==> config.mk <==
export PLATFORM = sky130hd
export DESIGN_NAME = rotated_glyph_rasterizer
export DESIGN_NICKNAME = d
export VERILOG_FILES = /design/src/rtl/rgr_pkg.sv /design/src/rtl/rotated_glyph_rasterizer.sv /design/src/rtl/rgr_fifo.sv /design/src/rtl/rgr_front.sv /design/src/rtl/rgr_back.sv
export SDC_FILE = /design/constraint.sdc
export NUM_CORES = 2
export LEC_CHECK = 0
export BUFFER_PORTS_ARGS = -buffer_cell sky130_fd_sc_hd__buf_2
export CAP_MARGIN = 20
export CORE_MARGIN = 3
export CORE_UTILIZATION = 30
export CTS_CLUSTER_DIAMETER = 150
export CTS_CLUSTER_SIZE = 25
export DETAILED_ROUTE_END_ITERATION = 16
export PLACE_DENSITY = 0.51
export SLEW_MARGIN = 20
export SYNTH_ARGS = -nofsm -noshare
export SYNTH_HDL_FRONTEND = slang
export SYNTH_SLANG_ARGS = --single-unit
==> constraint.sdc <==
create_clock -name i_clk -period 32.3 [get_ports i_clk]
set_input_delay 6.46 -clock i_clk [delete_from_list [all_inputs] [get_ports i_clk]]
set_output_delay 6.46 -clock i_clk [all_outputs]
set_load 0.01 [all_outputs]
==> src/rtl/rgr_pkg.sv <==
// Package for the rotated glyph rasterizer: sizing constants, register indexes,
// configuration and row-descriptor types, fixed-point helpers.
// No dependencies.
`timescale 1ns / 1ps
`default_nettype none

package rgr_pkg;

    localparam int MAX_COLUMNS   = 32;
    localparam int FRACTION_BITS = 14;
    localparam int Q_BITS        = 14;
    localparam int ROW_BITS_W    = 32;
    localparam int COL_LIMIT     = (MAX_COLUMNS < ROW_BITS_W) ? MAX_COLUMNS : ROW_BITS_W;
    localparam int COL_W         = 6;
    localparam int POS_W         = 32;
    localparam int SHIFT_UP      = (FRACTION_BITS >= Q_BITS) ? FRACTION_BITS - Q_BITS : 0;
    localparam int SHIFT_DN      = (FRACTION_BITS >= Q_BITS) ? 0 : Q_BITS - FRACTION_BITS;
    localparam int ROW_FIFO_DEPTH = 2;

    localparam int CFG_IDX_W = 3;
    localparam logic [CFG_IDX_W-1:0] REG_COS    = 3'd0;
    localparam logic [CFG_IDX_W-1:0] REG_SIN    = 3'd1;
    localparam logic [CFG_IDX_W-1:0] REG_XMIN   = 3'd2;
    localparam logic [CFG_IDX_W-1:0] REG_XMAX   = 3'd3;
    localparam logic [CFG_IDX_W-1:0] REG_YMIN   = 3'd4;
    localparam logic [CFG_IDX_W-1:0] REG_YMAX   = 3'd5;
    localparam logic [CFG_IDX_W-1:0] REG_PAGE   = 3'd6;

    typedef struct packed {
        logic signed [15:0] cos_q14;
        logic signed [15:0] sin_q14;
        logic signed [15:0] clip_x_min;
        logic signed [15:0] clip_x_max;
        logic signed [15:0] clip_y_min;
        logic signed [15:0] clip_y_max;
        logic        [15:0] page_length;
    } t_cfg;

    typedef struct packed {
        logic signed [POS_W-1:0]      base_x;
        logic signed [POS_W-1:0]      base_y;
        logic signed [15:0]           pen_x;
        logic signed [15:0]           pen_y;
        logic        [COL_W-1:0]      ncol;
        logic        [ROW_BITS_W-1:0] bits;
        logic                         final_row;
    } t_row;

    // Q1.14 to position format; dropped bits are floored
    function automatic logic signed [POS_W-1:0] to_pos(input logic signed [15:0] v);
        logic signed [POS_W-1:0] w;
        w = POS_W'(v);
        return (w <<< SHIFT_UP) >>> SHIFT_DN;
    endfunction

endpackage

`default_nettype wire

==> src/rtl/rotated_glyph_rasterizer.sv <==
// Rotated glyph rasterizer: draws glyph bitmap rows along a text angle and
// clips the lit points. Top level; depends on rgr_pkg, rgr_front, rgr_fifo, rgr_back.
//
// Input channel: push/full. One transfer carries one bitmap row, leftmost
// column in bit 31. first_row loads the base position and advanced pen;
// final_row adds the pen update after the row's points.
// Result channel: empty/pop. Each transfer is one lit point or the pen update;
// last marks the final result of a row. A row that lights nothing and is not
// final gives no result.
// Configuration: i_cfg_valid/o_cfg_ready, always ready; write only while idle.
// Path: a row passes the front-end register stage and the queue before the
// column walker takes it; its first result is registered as the walker passes
// the second lit point, or else by the flush after the row's last column.
// Row walk: the walker steps through column_count (at most 32) columns of a row
// and takes no new row until done; it also waits on a full output register.
// Reset clears the pipeline, the queue and the glyph state, and loads the
// register defaults. When the receiver stalls, the walker stops at the next
// point to emit, then the queue fills and full rises.
`timescale 1ns / 1ps
`default_nettype none

module rotated_glyph_rasterizer (
    input  wire                 i_clk,
    input  wire                 i_rst_n,
    input  wire                 i_cfg_valid,
    output logic                o_cfg_ready,
    input  wire  [2:0]          i_cfg_index,
    input  wire  [15:0]         i_cfg_data,
    input  wire                 push,
    output logic                full,
    input  wire                 i_first_row,
    input  wire                 i_final_row,
    input  wire signed [15:0]   i_pen_x,
    input  wire signed [15:0]   i_pen_y,
    input  wire signed [7:0]    i_glyph_left,
    input  wire signed [7:0]    i_glyph_up,
    input  wire        [7:0]    i_advance_width,
    input  wire        [5:0]    i_column_count,
    input  wire        [31:0]   i_row_bits,
    output logic                empty,
    input  wire                 pop,
    output logic signed [15:0]  o_out_x,
    output logic signed [17:0]  o_out_y,
    output logic                o_is_pen_update,
    output logic                o_last
);
    rgr_pkg::t_cfg r_cfg;
    rgr_pkg::t_row w_q_in, w_q_out;
    logic          w_q_push, w_q_full, w_q_pop, w_q_empty;

    assign o_cfg_ready = 1'b1;

    always_ff @(posedge i_clk) begin
        if (!i_rst_n) begin
            r_cfg.cos_q14     <= 16'sd16384;
            r_cfg.sin_q14     <= '0;
            r_cfg.clip_x_min  <= 16'sh8000;
            r_cfg.clip_x_max  <= 16'sh7FFF;
            r_cfg.clip_y_min  <= 16'sh8000;
            r_cfg.clip_y_max  <= 16'sh7FFF;
            r_cfg.page_length <= '0;
        end else if (i_cfg_valid) begin
            unique case (i_cfg_index)
                rgr_pkg::REG_COS:  r_cfg.cos_q14     <= i_cfg_data;
                rgr_pkg::REG_SIN:  r_cfg.sin_q14     <= i_cfg_data;
                rgr_pkg::REG_XMIN: r_cfg.clip_x_min  <= i_cfg_data;
                rgr_pkg::REG_XMAX: r_cfg.clip_x_max  <= i_cfg_data;
                rgr_pkg::REG_YMIN: r_cfg.clip_y_min  <= i_cfg_data;
                rgr_pkg::REG_YMAX: r_cfg.clip_y_max  <= i_cfg_data;
                rgr_pkg::REG_PAGE: r_cfg.page_length <= i_cfg_data;
                default: ;
            endcase
        end
    end

    rgr_front u_front (
        .i_clk           (i_clk),
        .i_rst_n         (i_rst_n),
        .i_cfg           (r_cfg),
        .i_push          (push),
        .o_full          (full),
        .i_first_row     (i_first_row),
        .i_final_row     (i_final_row),
        .i_pen_x         (i_pen_x),
        .i_pen_y         (i_pen_y),
        .i_glyph_left    (i_glyph_left),
        .i_glyph_up      (i_glyph_up),
        .i_advance_width (i_advance_width),
        .i_column_count  (i_column_count),
        .i_row_bits      (i_row_bits),
        .i_q_full        (w_q_full),
        .o_q_push        (w_q_push),
        .o_q_data        (w_q_in)
    );

    rgr_fifo u_fifo (
        .i_clk   (i_clk),
        .i_rst_n (i_rst_n),
        .i_push  (w_q_push),
        .i_data  (w_q_in),
        .o_full  (w_q_full),
        .i_pop   (w_q_pop),
        .o_data  (w_q_out),
        .o_empty (w_q_empty)
    );

    rgr_back u_back (
        .i_clk           (i_clk),
        .i_rst_n         (i_rst_n),
        .i_cfg           (r_cfg),
        .i_q_empty       (w_q_empty),
        .i_q_data        (w_q_out),
        .o_q_pop         (w_q_pop),
        .o_empty         (empty),
        .i_pop           (pop),
        .o_out_x         (o_out_x),
        .o_out_y         (o_out_y),
        .o_is_pen_update (o_is_pen_update),
        .o_last          (o_last)
    );

endmodule

`default_nettype wire

==> src/rtl/rgr_fifo.sv <==
// Short row-descriptor queue between the front and back ends.
// Depends on rgr_pkg (t_row, ROW_FIFO_DEPTH).
`timescale 1ns / 1ps
`default_nettype none

module rgr_fifo (
    input  wire              i_clk,
    input  wire              i_rst_n,
    input  wire              i_push,
    input  rgr_pkg::t_row    i_data,
    output logic             o_full,
    input  wire              i_pop,
    output rgr_pkg::t_row    o_data,
    output logic             o_empty
);
    localparam int PTR_W = $clog2(rgr_pkg::ROW_FIFO_DEPTH);
    localparam int CNT_W = $clog2(rgr_pkg::ROW_FIFO_DEPTH + 1);

    rgr_pkg::t_row    r_mem [rgr_pkg::ROW_FIFO_DEPTH];
    logic [PTR_W-1:0] r_wr_ptr;
    logic [PTR_W-1:0] r_rd_ptr;
    logic [CNT_W-1:0] r_count;
    logic             w_wr;
    logic             w_rd;

    assign o_full  = (r_count == CNT_W'(rgr_pkg::ROW_FIFO_DEPTH));
    assign o_empty = (r_count == '0);
    assign w_wr    = i_push && !o_full;
    assign w_rd    = i_pop && !o_empty;
    assign o_data  = r_mem[r_rd_ptr];

    always_ff @(posedge i_clk) begin
        if (!i_rst_n) begin
            r_wr_ptr <= '0;
            r_rd_ptr <= '0;
            r_count  <= '0;
        end else begin
            if (w_wr) begin
                r_wr_ptr <= r_wr_ptr + 1'b1;
            end
            if (w_rd) begin
                r_rd_ptr <= r_rd_ptr + 1'b1;
            end
            if (w_wr && !w_rd) begin
                r_count <= r_count + 1'b1;
            end else if (w_rd && !w_wr) begin
                r_count <= r_count - 1'b1;
            end
        end
    end

    always_ff @(posedge i_clk) begin
        if (w_wr) begin
            r_mem[r_wr_ptr] <= i_data;
        end
    end

endmodule

`default_nettype wire

==> src/rtl/rgr_front.sv <==
// Front end: accepts glyph rows, computes the rotated base and advanced pen,
// keeps the per-glyph state and hands row descriptors to the queue.
// Depends on rgr_pkg.
`timescale 1ns / 1ps
`default_nettype none

module rgr_front (
    input  wire                 i_clk,
    input  wire                 i_rst_n,
    input  rgr_pkg::t_cfg       i_cfg,
    input  wire                 i_push,
    output logic                o_full,
    input  wire                 i_first_row,
    input  wire                 i_final_row,
    input  wire signed [15:0]   i_pen_x,
    input  wire signed [15:0]   i_pen_y,
    input  wire signed [7:0]    i_glyph_left,
    input  wire signed [7:0]    i_glyph_up,
    input  wire        [7:0]    i_advance_width,
    input  wire        [5:0]    i_column_count,
    input  wire        [31:0]   i_row_bits,
    input  wire                 i_q_full,
    output logic                o_q_push,
    output rgr_pkg::t_row       o_q_data
);
    localparam int PW = rgr_pkg::POS_W;

    logic                  r_s1_valid;
    logic                  r_first;
    logic                  r_final;
    logic signed [15:0]    r_pen_x;
    logic signed [15:0]    r_pen_y;
    logic [rgr_pkg::COL_W-1:0] r_ncol;
    logic [31:0]           r_bits;
    logic signed [PW-1:0]  r_cl, r_su, r_sl, r_cu, r_ca, r_sa;
    logic signed [PW-1:0]  r_base_x, r_base_y;
    logic signed [15:0]    r_next_pen_x, r_next_pen_y;

    logic signed [PW-1:0]  w_cp, w_sp, w_adv;
    logic                  w_accept, w_go;
    logic signed [PW-1:0]  w_ld_x, w_ld_y, w_row_x, w_row_y;
    logic signed [PW-1:0]  w_pen_sx, w_pen_sy;
    logic signed [15:0]    w_new_pen_x, w_new_pen_y, w_row_pen_x, w_row_pen_y;
    logic [rgr_pkg::COL_W-1:0] w_ncol;

    function automatic logic signed [15:0] trunc_q(input logic signed [PW-1:0] v);
        logic signed [PW-1:0] t;
        t = v >>> rgr_pkg::Q_BITS;
        if (v[PW-1] && (v[rgr_pkg::Q_BITS-1:0] != '0)) begin
            t = t + PW'(1);
        end
        return t[15:0];
    endfunction

    assign w_cp  = rgr_pkg::to_pos(i_cfg.cos_q14);
    assign w_sp  = rgr_pkg::to_pos(i_cfg.sin_q14);
    assign w_adv = $signed({{(PW-8){1'b0}}, i_advance_width});

    assign o_full   = r_s1_valid && i_q_full;
    assign w_accept = i_push && !o_full;
    assign w_go     = r_s1_valid && !i_q_full;
    assign w_ncol   = (i_column_count > rgr_pkg::COL_W'(rgr_pkg::COL_LIMIT))
                    ? rgr_pkg::COL_W'(rgr_pkg::COL_LIMIT) : i_column_count;

    always_ff @(posedge i_clk) begin
        if (w_accept) begin
            r_first <= i_first_row;
            r_final <= i_final_row;
            r_pen_x <= i_pen_x;
            r_pen_y <= i_pen_y;
            r_ncol  <= w_ncol;
            r_bits  <= i_row_bits;
            r_cl    <= w_cp * PW'(i_glyph_left);
            r_su    <= w_sp * PW'(i_glyph_up);
            r_sl    <= w_sp * PW'(i_glyph_left);
            r_cu    <= w_cp * PW'(i_glyph_up);
            r_ca    <= PW'(i_cfg.cos_q14) * w_adv;
            r_sa    <= PW'(i_cfg.sin_q14) * w_adv;
        end
    end

    assign w_ld_x      = (PW'(r_pen_x) <<< rgr_pkg::FRACTION_BITS) - r_cl - r_su;
    assign w_ld_y      = (PW'(r_pen_y) <<< rgr_pkg::FRACTION_BITS) - r_sl + r_cu;
    assign w_pen_sx    = (PW'(r_pen_x) <<< rgr_pkg::Q_BITS) + r_ca;
    assign w_pen_sy    = (PW'(r_pen_y) <<< rgr_pkg::Q_BITS) + r_sa;
    assign w_new_pen_x = trunc_q(w_pen_sx);
    assign w_new_pen_y = trunc_q(w_pen_sy);
    assign w_row_x     = r_first ? w_ld_x : r_base_x;
    assign w_row_y     = r_first ? w_ld_y : r_base_y;
    assign w_row_pen_x = r_first ? w_new_pen_x : r_next_pen_x;
    assign w_row_pen_y = r_first ? w_new_pen_y : r_next_pen_y;

    assign o_q_push = w_go;
    always_comb begin
        o_q_data.base_x    = w_row_x;
        o_q_data.base_y    = w_row_y;
        o_q_data.pen_x     = w_row_pen_x;
        o_q_data.pen_y     = w_row_pen_y;
        o_q_data.ncol      = r_ncol;
        o_q_data.bits      = r_bits;
        o_q_data.final_row = r_final;
    end

    always_ff @(posedge i_clk) begin
        if (!i_rst_n) begin
            r_s1_valid   <= 1'b0;
            r_base_x     <= '0;
            r_base_y     <= '0;
            r_next_pen_x <= '0;
            r_next_pen_y <= '0;
        end else begin
            if (w_accept) begin
                r_s1_valid <= 1'b1;
            end else if (w_go) begin
                r_s1_valid <= 1'b0;
            end
            if (w_go) begin
                r_base_x     <= w_row_x + w_sp;
                r_base_y     <= w_row_y - w_cp;
                r_next_pen_x <= w_row_pen_x;
                r_next_pen_y <= w_row_pen_y;
            end
        end
    end

endmodule

`default_nettype wire

==> src/rtl/rgr_back.sv <==
// Back end: walks the columns of one row descriptor, clips and emits points,
// then, for a final row, the pen update; holds one point back so the row's last result is marked.
// Depends on rgr_pkg.
`timescale 1ns / 1ps
`default_nettype none

module rgr_back (
    input  wire                 i_clk,
    input  wire                 i_rst_n,
    input  rgr_pkg::t_cfg       i_cfg,
    input  wire                 i_q_empty,
    input  rgr_pkg::t_row       i_q_data,
    output logic                o_q_pop,
    output logic                o_empty,
    input  wire                 i_pop,
    output logic signed [15:0]  o_out_x,
    output logic signed [17:0]  o_out_y,
    output logic                o_is_pen_update,
    output logic                o_last
);
    localparam int PW = rgr_pkg::POS_W;

    typedef enum logic [1:0] {ST_IDLE, ST_SCAN, ST_FLUSH, ST_PEN} t_state;

    t_state                    r_state;
    logic signed [PW-1:0]      r_px, r_py;
    logic [31:0]               r_bits;
    logic [rgr_pkg::COL_W-1:0] r_col, r_ncol;
    logic                      r_final;
    logic signed [15:0]        r_pen_x, r_pen_y;
    logic                      r_pend_valid;
    logic signed [15:0]        r_pend_x;
    logic signed [17:0]        r_pend_y;
    logic                      r_out_valid;

    logic signed [PW-1:0]      w_cp, w_sp, w_ix, w_iy;
    logic signed [PW:0]        w_fy;
    logic                      w_hit, w_out_free, w_stall, w_row_done, w_emit;

    function automatic logic signed [PW-1:0] trunc_pix(input logic signed [PW-1:0] v);
        logic signed [PW-1:0] t;
        t = v >>> rgr_pkg::FRACTION_BITS;
        if (v[PW-1] && (v[rgr_pkg::FRACTION_BITS-1:0] != '0)) begin
            t = t + PW'(1);
        end
        return t;
    endfunction

    assign w_cp = rgr_pkg::to_pos(i_cfg.cos_q14);
    assign w_sp = rgr_pkg::to_pos(i_cfg.sin_q14);
    assign w_ix = trunc_pix(r_px);
    assign w_iy = trunc_pix(r_py);
    assign w_fy = $signed({{(PW-15){1'b0}}, i_cfg.page_length}) - (PW+1)'(w_iy);

    assign w_hit = r_bits[31]
                && (w_ix > PW'(i_cfg.clip_x_min)) && (w_ix < PW'(i_cfg.clip_x_max))
                && (w_iy > PW'(i_cfg.clip_y_min)) && (w_iy < PW'(i_cfg.clip_y_max));

    assign w_out_free = !r_out_valid || i_pop;
    assign w_row_done = (r_col == r_ncol);
    assign w_stall    = w_hit && r_pend_valid && !w_out_free;
    assign w_emit     = ((r_state == ST_SCAN) && !w_row_done && !w_stall && w_hit
                         && r_pend_valid)
                     || ((r_state == ST_FLUSH) && r_pend_valid && w_out_free)
                     || ((r_state == ST_PEN) && w_out_free);
    assign o_q_pop    = (r_state == ST_IDLE) && !i_q_empty;
    assign o_empty    = !r_out_valid;

    always_ff @(posedge i_clk) begin
        if (!i_rst_n) begin
            r_state      <= ST_IDLE;
            r_pend_valid <= 1'b0;
            r_out_valid  <= 1'b0;
        end else begin
            if (w_emit) begin
                r_out_valid <= 1'b1;
            end else if (i_pop) begin
                r_out_valid <= 1'b0;
            end
            unique case (r_state)
                ST_IDLE: begin
                    if (!i_q_empty) begin
                        r_px    <= i_q_data.base_x;
                        r_py    <= i_q_data.base_y;
                        r_bits  <= i_q_data.bits;
                        r_ncol  <= i_q_data.ncol;
                        r_col   <= '0;
                        r_final <= i_q_data.final_row;
                        r_pen_x <= i_q_data.pen_x;
                        r_pen_y <= i_q_data.pen_y;
                        r_state <= ST_SCAN;
                    end
                end
                ST_SCAN: begin
                    if (w_row_done) begin
                        r_state <= ST_FLUSH;
                    end else if (!w_stall) begin
                        r_px   <= r_px + w_cp;
                        r_py   <= r_py + w_sp;
                        r_bits <= {r_bits[30:0], 1'b0};
                        r_col  <= r_col + 1'b1;
                        if (w_hit) begin
                            if (r_pend_valid) begin
                                o_out_x         <= r_pend_x;
                                o_out_y         <= r_pend_y;
                                o_is_pen_update <= 1'b0;
                                o_last          <= 1'b0;
                            end
                            r_pend_valid <= 1'b1;
                            r_pend_x     <= w_ix[15:0];
                            r_pend_y     <= w_fy[17:0];
                        end
                    end
                end
                ST_FLUSH: begin
                    if (!r_pend_valid) begin
                        r_state <= r_final ? ST_PEN : ST_IDLE;
                    end else if (w_out_free) begin
                        o_out_x         <= r_pend_x;
                        o_out_y         <= r_pend_y;
                        o_is_pen_update <= 1'b0;
                        o_last          <= !r_final;
                        r_pend_valid    <= 1'b0;
                        r_state         <= r_final ? ST_PEN : ST_IDLE;
                    end
                end
                ST_PEN: begin
                    if (w_out_free) begin
                        o_out_x         <= r_pen_x;
                        o_out_y         <= 18'(r_pen_y);
                        o_is_pen_update <= 1'b1;
                        o_last          <= 1'b1;
                        r_state         <= ST_IDLE;
                    end
                end
                default: begin
                    r_state <= ST_IDLE;
                end
            endcase
        end
    end

    a_pen_is_last: assert property (@(posedge i_clk) disable iff (!i_rst_n)
        (r_out_valid && o_is_pen_update) |-> o_last)
        else $error("pen update not marked last");

    a_idle_no_pending: assert property (@(posedge i_clk) disable iff (!i_rst_n)
        (r_state == ST_IDLE) |-> !r_pend_valid)
        else $error("held point left over at row end");

    a_col_bound: assert property (@(posedge i_clk) disable iff (!i_rst_n)
        (r_state == ST_SCAN) |-> (r_col <= r_ncol))
        else $error("column index past row length");

    a_pop_starts_row: assert property (@(posedge i_clk) disable iff (!i_rst_n)
        o_q_pop |=> (r_state == ST_SCAN) && (r_col == '0))
        else $error("row fetch did not start a scan");

endmodule

`default_nettype wire
==> results.sh <==
export IMPL_clk_transition_reported_paths_ns=0.11
export IMPL_avgSynthCellArea_um2=10.1
export IMPL_fp_dieW_um=505
export IMPL_grt_use_total=0.164
export IMPL_fin_crit_sh=0.354
export IMPL_criticalPathCategory="in2reg"
export IMPL_synthMuxAreaShare=0.0325
export IMPL_vias=51400
export IMPL_synth_top_flop_cell="edfxtp_1"
export IMPL_grt_ovfl_total=0
export IMPL_clock_root_buffer="clkbuf_16"
export IMPL_antenna_found_initial=35
export IMPL_cpPeakStageDelay_ns=0.57
export IMPL_port_buffers=157
export IMPL_setup_viol=0
export IMPL_insertion_delay_ns=0.69
export IMPL_wl_per_cell_um=19.6
export IMPL_wl_um=211000
export IMPL_slew_viol_final=0
export IMPL_remaining_drc_errors=0
export IMPL_ant_nets=0
export IMPL_tritoncts="yes"
export IMPL_drtPass1Iterations=5
export IMPL_wl_met2_um=93400
export IMPL_die_area_um2=256000
export IMPL_final_common_cell="inv_1"
export IMPL_final_util=0.327
export IMPL_dp_hpwl_um=158000
export IMPL_drv_cap=0
export IMPL_start_kind="input pin"
export IMPL_ff2ff_path_depth=19
export IMPL_synth_edff_count=699
export IMPL_synth_top_family_by_area="adder cells"
export IMPL_grt_pass1_wl_um=323000
export IMPL_top_layer="met5"
export IMPL_grt_max_degree=169
export IMPL_clkSinkCount=917
export IMPL_crit_path_max_fanout=30
export IMPL_cts_buffers=44
export IMPL_cp_cell_sequence="buf_2 > inv_1 > fa_1 > fa_1 > inv_1 > fa_1 > inv_1 > fa_1 > inv_1 > ha_1 > o21ai_0 > a21boi_0 > o21ai_1 > a21boi_0 > o21ai_1 > a21oi_1 > o21ai_1 > a211o_1 > mux2i_1 > or2_1"
export IMPL_critPathSlowestCell="fa_1"
export IMPL_setup_tns_ns=0
export IMPL_hold_class="reg2reg"
export IMPL_arrival_ns=11.89
export IMPL_dr_wl_met3_um=11200
export IMPL_comb_power_share=0.467
export IMPL_io_pin_count=159
export IMPL_pwr_share_clk=0.155
export IMPL_first_iter_violations=3274
export IMPL_synth_cell_area_um2=74800
export IMPL_hold_depth=0
export IMPL_core_area_um2=247000
export IMPL_yosys_area_share_adder=0.279
export IMPL_critPathBufInv=5
export IMPL_die_h_um=505
export IMPL_synth_compound_area_share=0.102
export IMPL_layout_common_cells="inv_1, nand2_1, edfxtp_1"
export IMPL_ir_drop_v=0.0000406
export IMPL_hold_start="u_front.r_ncol[4]$_SDFFCE_PN0P_"
export IMPL_grt_pass1_vias=52600
export IMPL_p_leak_nw=34.4
export IMPL_nNetsFinal=8828
export IMPL_fin_crit_ns=11.43
export IMPL_power_switching_mw=1.77
export IMPL_areaGrowthSynthToFinish_pct=8.00
export IMPL_r2r_end="u_back.r_px[7]$_DFFE_PP_"
export IMPL_finClkSkew_ns=0.0319
export IMPL_drive_gt1_frac=0.0676
export IMPL_crit_family="adder cells"
export IMPL_p_seq_frac=0.378
export IMPL_synth_seq_cells=917
export IMPL_start_util=0.303
export IMPL_cp_required_ns=32.75
export IMPL_synth_simple_area_share=0.134
export IMPL_vias_per_cell=4.76
export IMPL_worst_setup_path_end_kind="register"
export IMPL_core_rowCount=182
export IMPL_htree_levels=2
export IMPL_synth_async_reset_ratio=0
export IMPL_regToRegSetupSlack_ns=25.97
export IMPL_synth_cells=7429
export IMPL_ys_types=101
export IMPL_internal_power_mw=2.64
export IMPL_wl_met1_um=101000
export IMPL_post_cts_setup_buffer_count=0
export IMPL_maxSlewHeadroom=0.274
export IMPL_ys_warnings_count=0
export IMPL_cts_repair_resized=0
export IMPL_timing_rr_start="u_back.r_px[2]$_DFFE_PP_"
export IMPL_synth_xor_area_frac=0.0459
export IMPL_gp_congestion=0.848
export IMPL_fmax_mhz=87.5
export IMPL_cts_hold_buffers_added=0
export IMPL_worstMarginPinSlew_ns=1.09
export IMPL_power_density_nw_per_um2=54.6
export IMPL_ys_seq_area_frac=0.339
export IMPL_cts_max_path_buffers=3
export IMPL_outcome="complete, no violations"
export IMPL_mappedNetlistNets=8826
export IMPL_min_to="u_fifo.r_mem[0][37]$_DFFE_PP_"
export IMPL_hold_viol_final=0
export IMPL_sw_frac_of_total=0.402
export IMPL_grt_setup_unrepaired="false"
-- flip-flops by register name, summed over array words and instances (netlist names), 16 cells and up, named ones only --
| name | cells |
|---|---|
| u_front.r_cu | 24 |
| r_cfg | 112 |
| u_front.r_ca | 25 |
| u_front.r_base_x | 32 |
| u_back.r_pen_y | 16 |
| u_back.o_out_x | 16 |
| u_front.r_sl | 24 |
| u_back.o_out_y | 18 |
| u_front.r_pen_x | 16 |
| u_back.r_py | 32 |
| u_front.r_bits | 32 |
| u_back.r_pen_x | 16 |
| u_back.r_pend_x | 16 |
| u_front.r_next_pen_x | 16 |
| u_front.r_pen_y | 16 |
| u_back.r_px | 32 |
| u_back.r_pend_y | 18 |
| u_front.r_next_pen_y | 16 |
| u_back.r_bits | 32 |
| u_front.r_sa | 25 |
| u_front.r_cl | 24 |
| u_fifo.r_mem | 270 |
| u_front.r_su | 24 |
| u_front.r_base_y | 32 |
-- cells by family (layout without fill, tap and decap cells) --
| kind of cell | count (synthesis) | after routing |
|---|---|---|
| AO/OA/AOI/OAI | 1202 | 1202 |
| XOR/XNOR | 391 | 391 |
| adder cells (fa/ha/maj) | 1277 | 1277 |
| buffers and inverters | 1343 | 1381 |
| flip-flops | 917 | 917 |
| multiplexers | 226 | 226 |
| other | 1 | 11 |
| AND/OR/NAND/NOR | 2072 | 2072 |
-- synthesized netlist by cell type (all sizes together), types with 8 or more instances --
library cell	count	area, um2
o21bai	33	267
clkbuf	247	927
nor2b	76	475
nand2	810	3040
a21boi	15	116
xnor2	268	2350
o21ai	256	1290
a211oi	57	433
a31o	16	140
nor2	304	1140
nand4	44	275
a2111oi	13	168
inv	1072	4020
a211o	14	123
ha	620	7760
edfxtp	699	21000
a21o	135	1010
or2	11	68.8
and3	34	213
nand2b	80	500
and2	473	2960
buf	24	98.8
nand3b	11	82.6
or3	15	98.8
xor2	123	1080
o2111ai	11	103
mux2i	88	881
o21a	51	383
a31oi	28	175
fa	657	13200
mux2	138	1550
o31ai	16	125
nand3	98	500
a21oi	439	2230
nor3	76	385
nor4	19	119
a41oi	8	77.6
dfxtp	218	4360
o211ai	49	378
-- per-stage QoR --
stage | cells | setup WS (ns) | hold WS, ns | power [mW] | area (um2)
floorplan | 7429 | 15.62 | 0.421 | 3.17 | 74800
global placement | 10700 | 20.20 | 0.423 | 3.71 | 79400
detailed placement | 10700 | 20.18 | 0.431 | 3.74 | 79400
CTS | 10800 | 20.94 | 0.450 | 4.45 | 80800
global route | 10800 | 20.55 | 0.463 | 4.75 | 80800
finish | 10800 | 20.87 | 0.450 | 4.41 | 80800
-- worst max-delay path by stage --
stage                                   from                           to  slack, ns  cells past startpoint
after global placement    i_advance_width[0]   u_front.r_sa[30]$_DFFE_PP_      20.20                     21
final                        i_glyph_left[7]   u_front.r_sl[22]$_DFFE_PP_      20.87                     20
after global routing      i_advance_width[0]   u_front.r_sa[30]$_DFFE_PP_      20.55                     21
after CTS                 i_advance_width[0]   u_front.r_sa[30]$_DFFE_PP_      20.94                     21
after detailed placement  i_advance_width[0]   u_front.r_sa[30]$_DFFE_PP_      20.18                     21
after floorplan                         push  u_front.r_bits[0]$_DFFE_PP_      15.62                      1
-- routing by layer --
metal	up-vias	track usage
met5	-	0
met4	4	0.0434
met3	190	0.0233
met2	1070	0.260
li1	24700	-
met1	25400	0.233
-- area by class of cell --
type / count / area (um2)
clock inverters: 7 / 135
inverters: 1072 / 4030
clock buffers: 75 / 1250
multi-input cells: 5169 / 44500
flip-flops and latches: 917 / 25400
well taps: 3312 / 4140
fillers: 25200 / 166000
diodes: 10 / 25.0
repair buffers: 227 / 1360
-- power groups by stage --
stage | registers [mW] | clock network [mW] | logic (mW)
after floorplan | 1.65 | 0 | 1.52
after global placement | 1.69 | 0 | 2.01
after detailed placement | 1.70 | 0 | 2.04
after CTS | 1.67 | 0.718 | 2.06
after global routing | 1.69 | 0.756 | 2.30
final | 1.67 | 0.685 | 2.06
No activity file was read; power rests on OpenSTA's default activity.
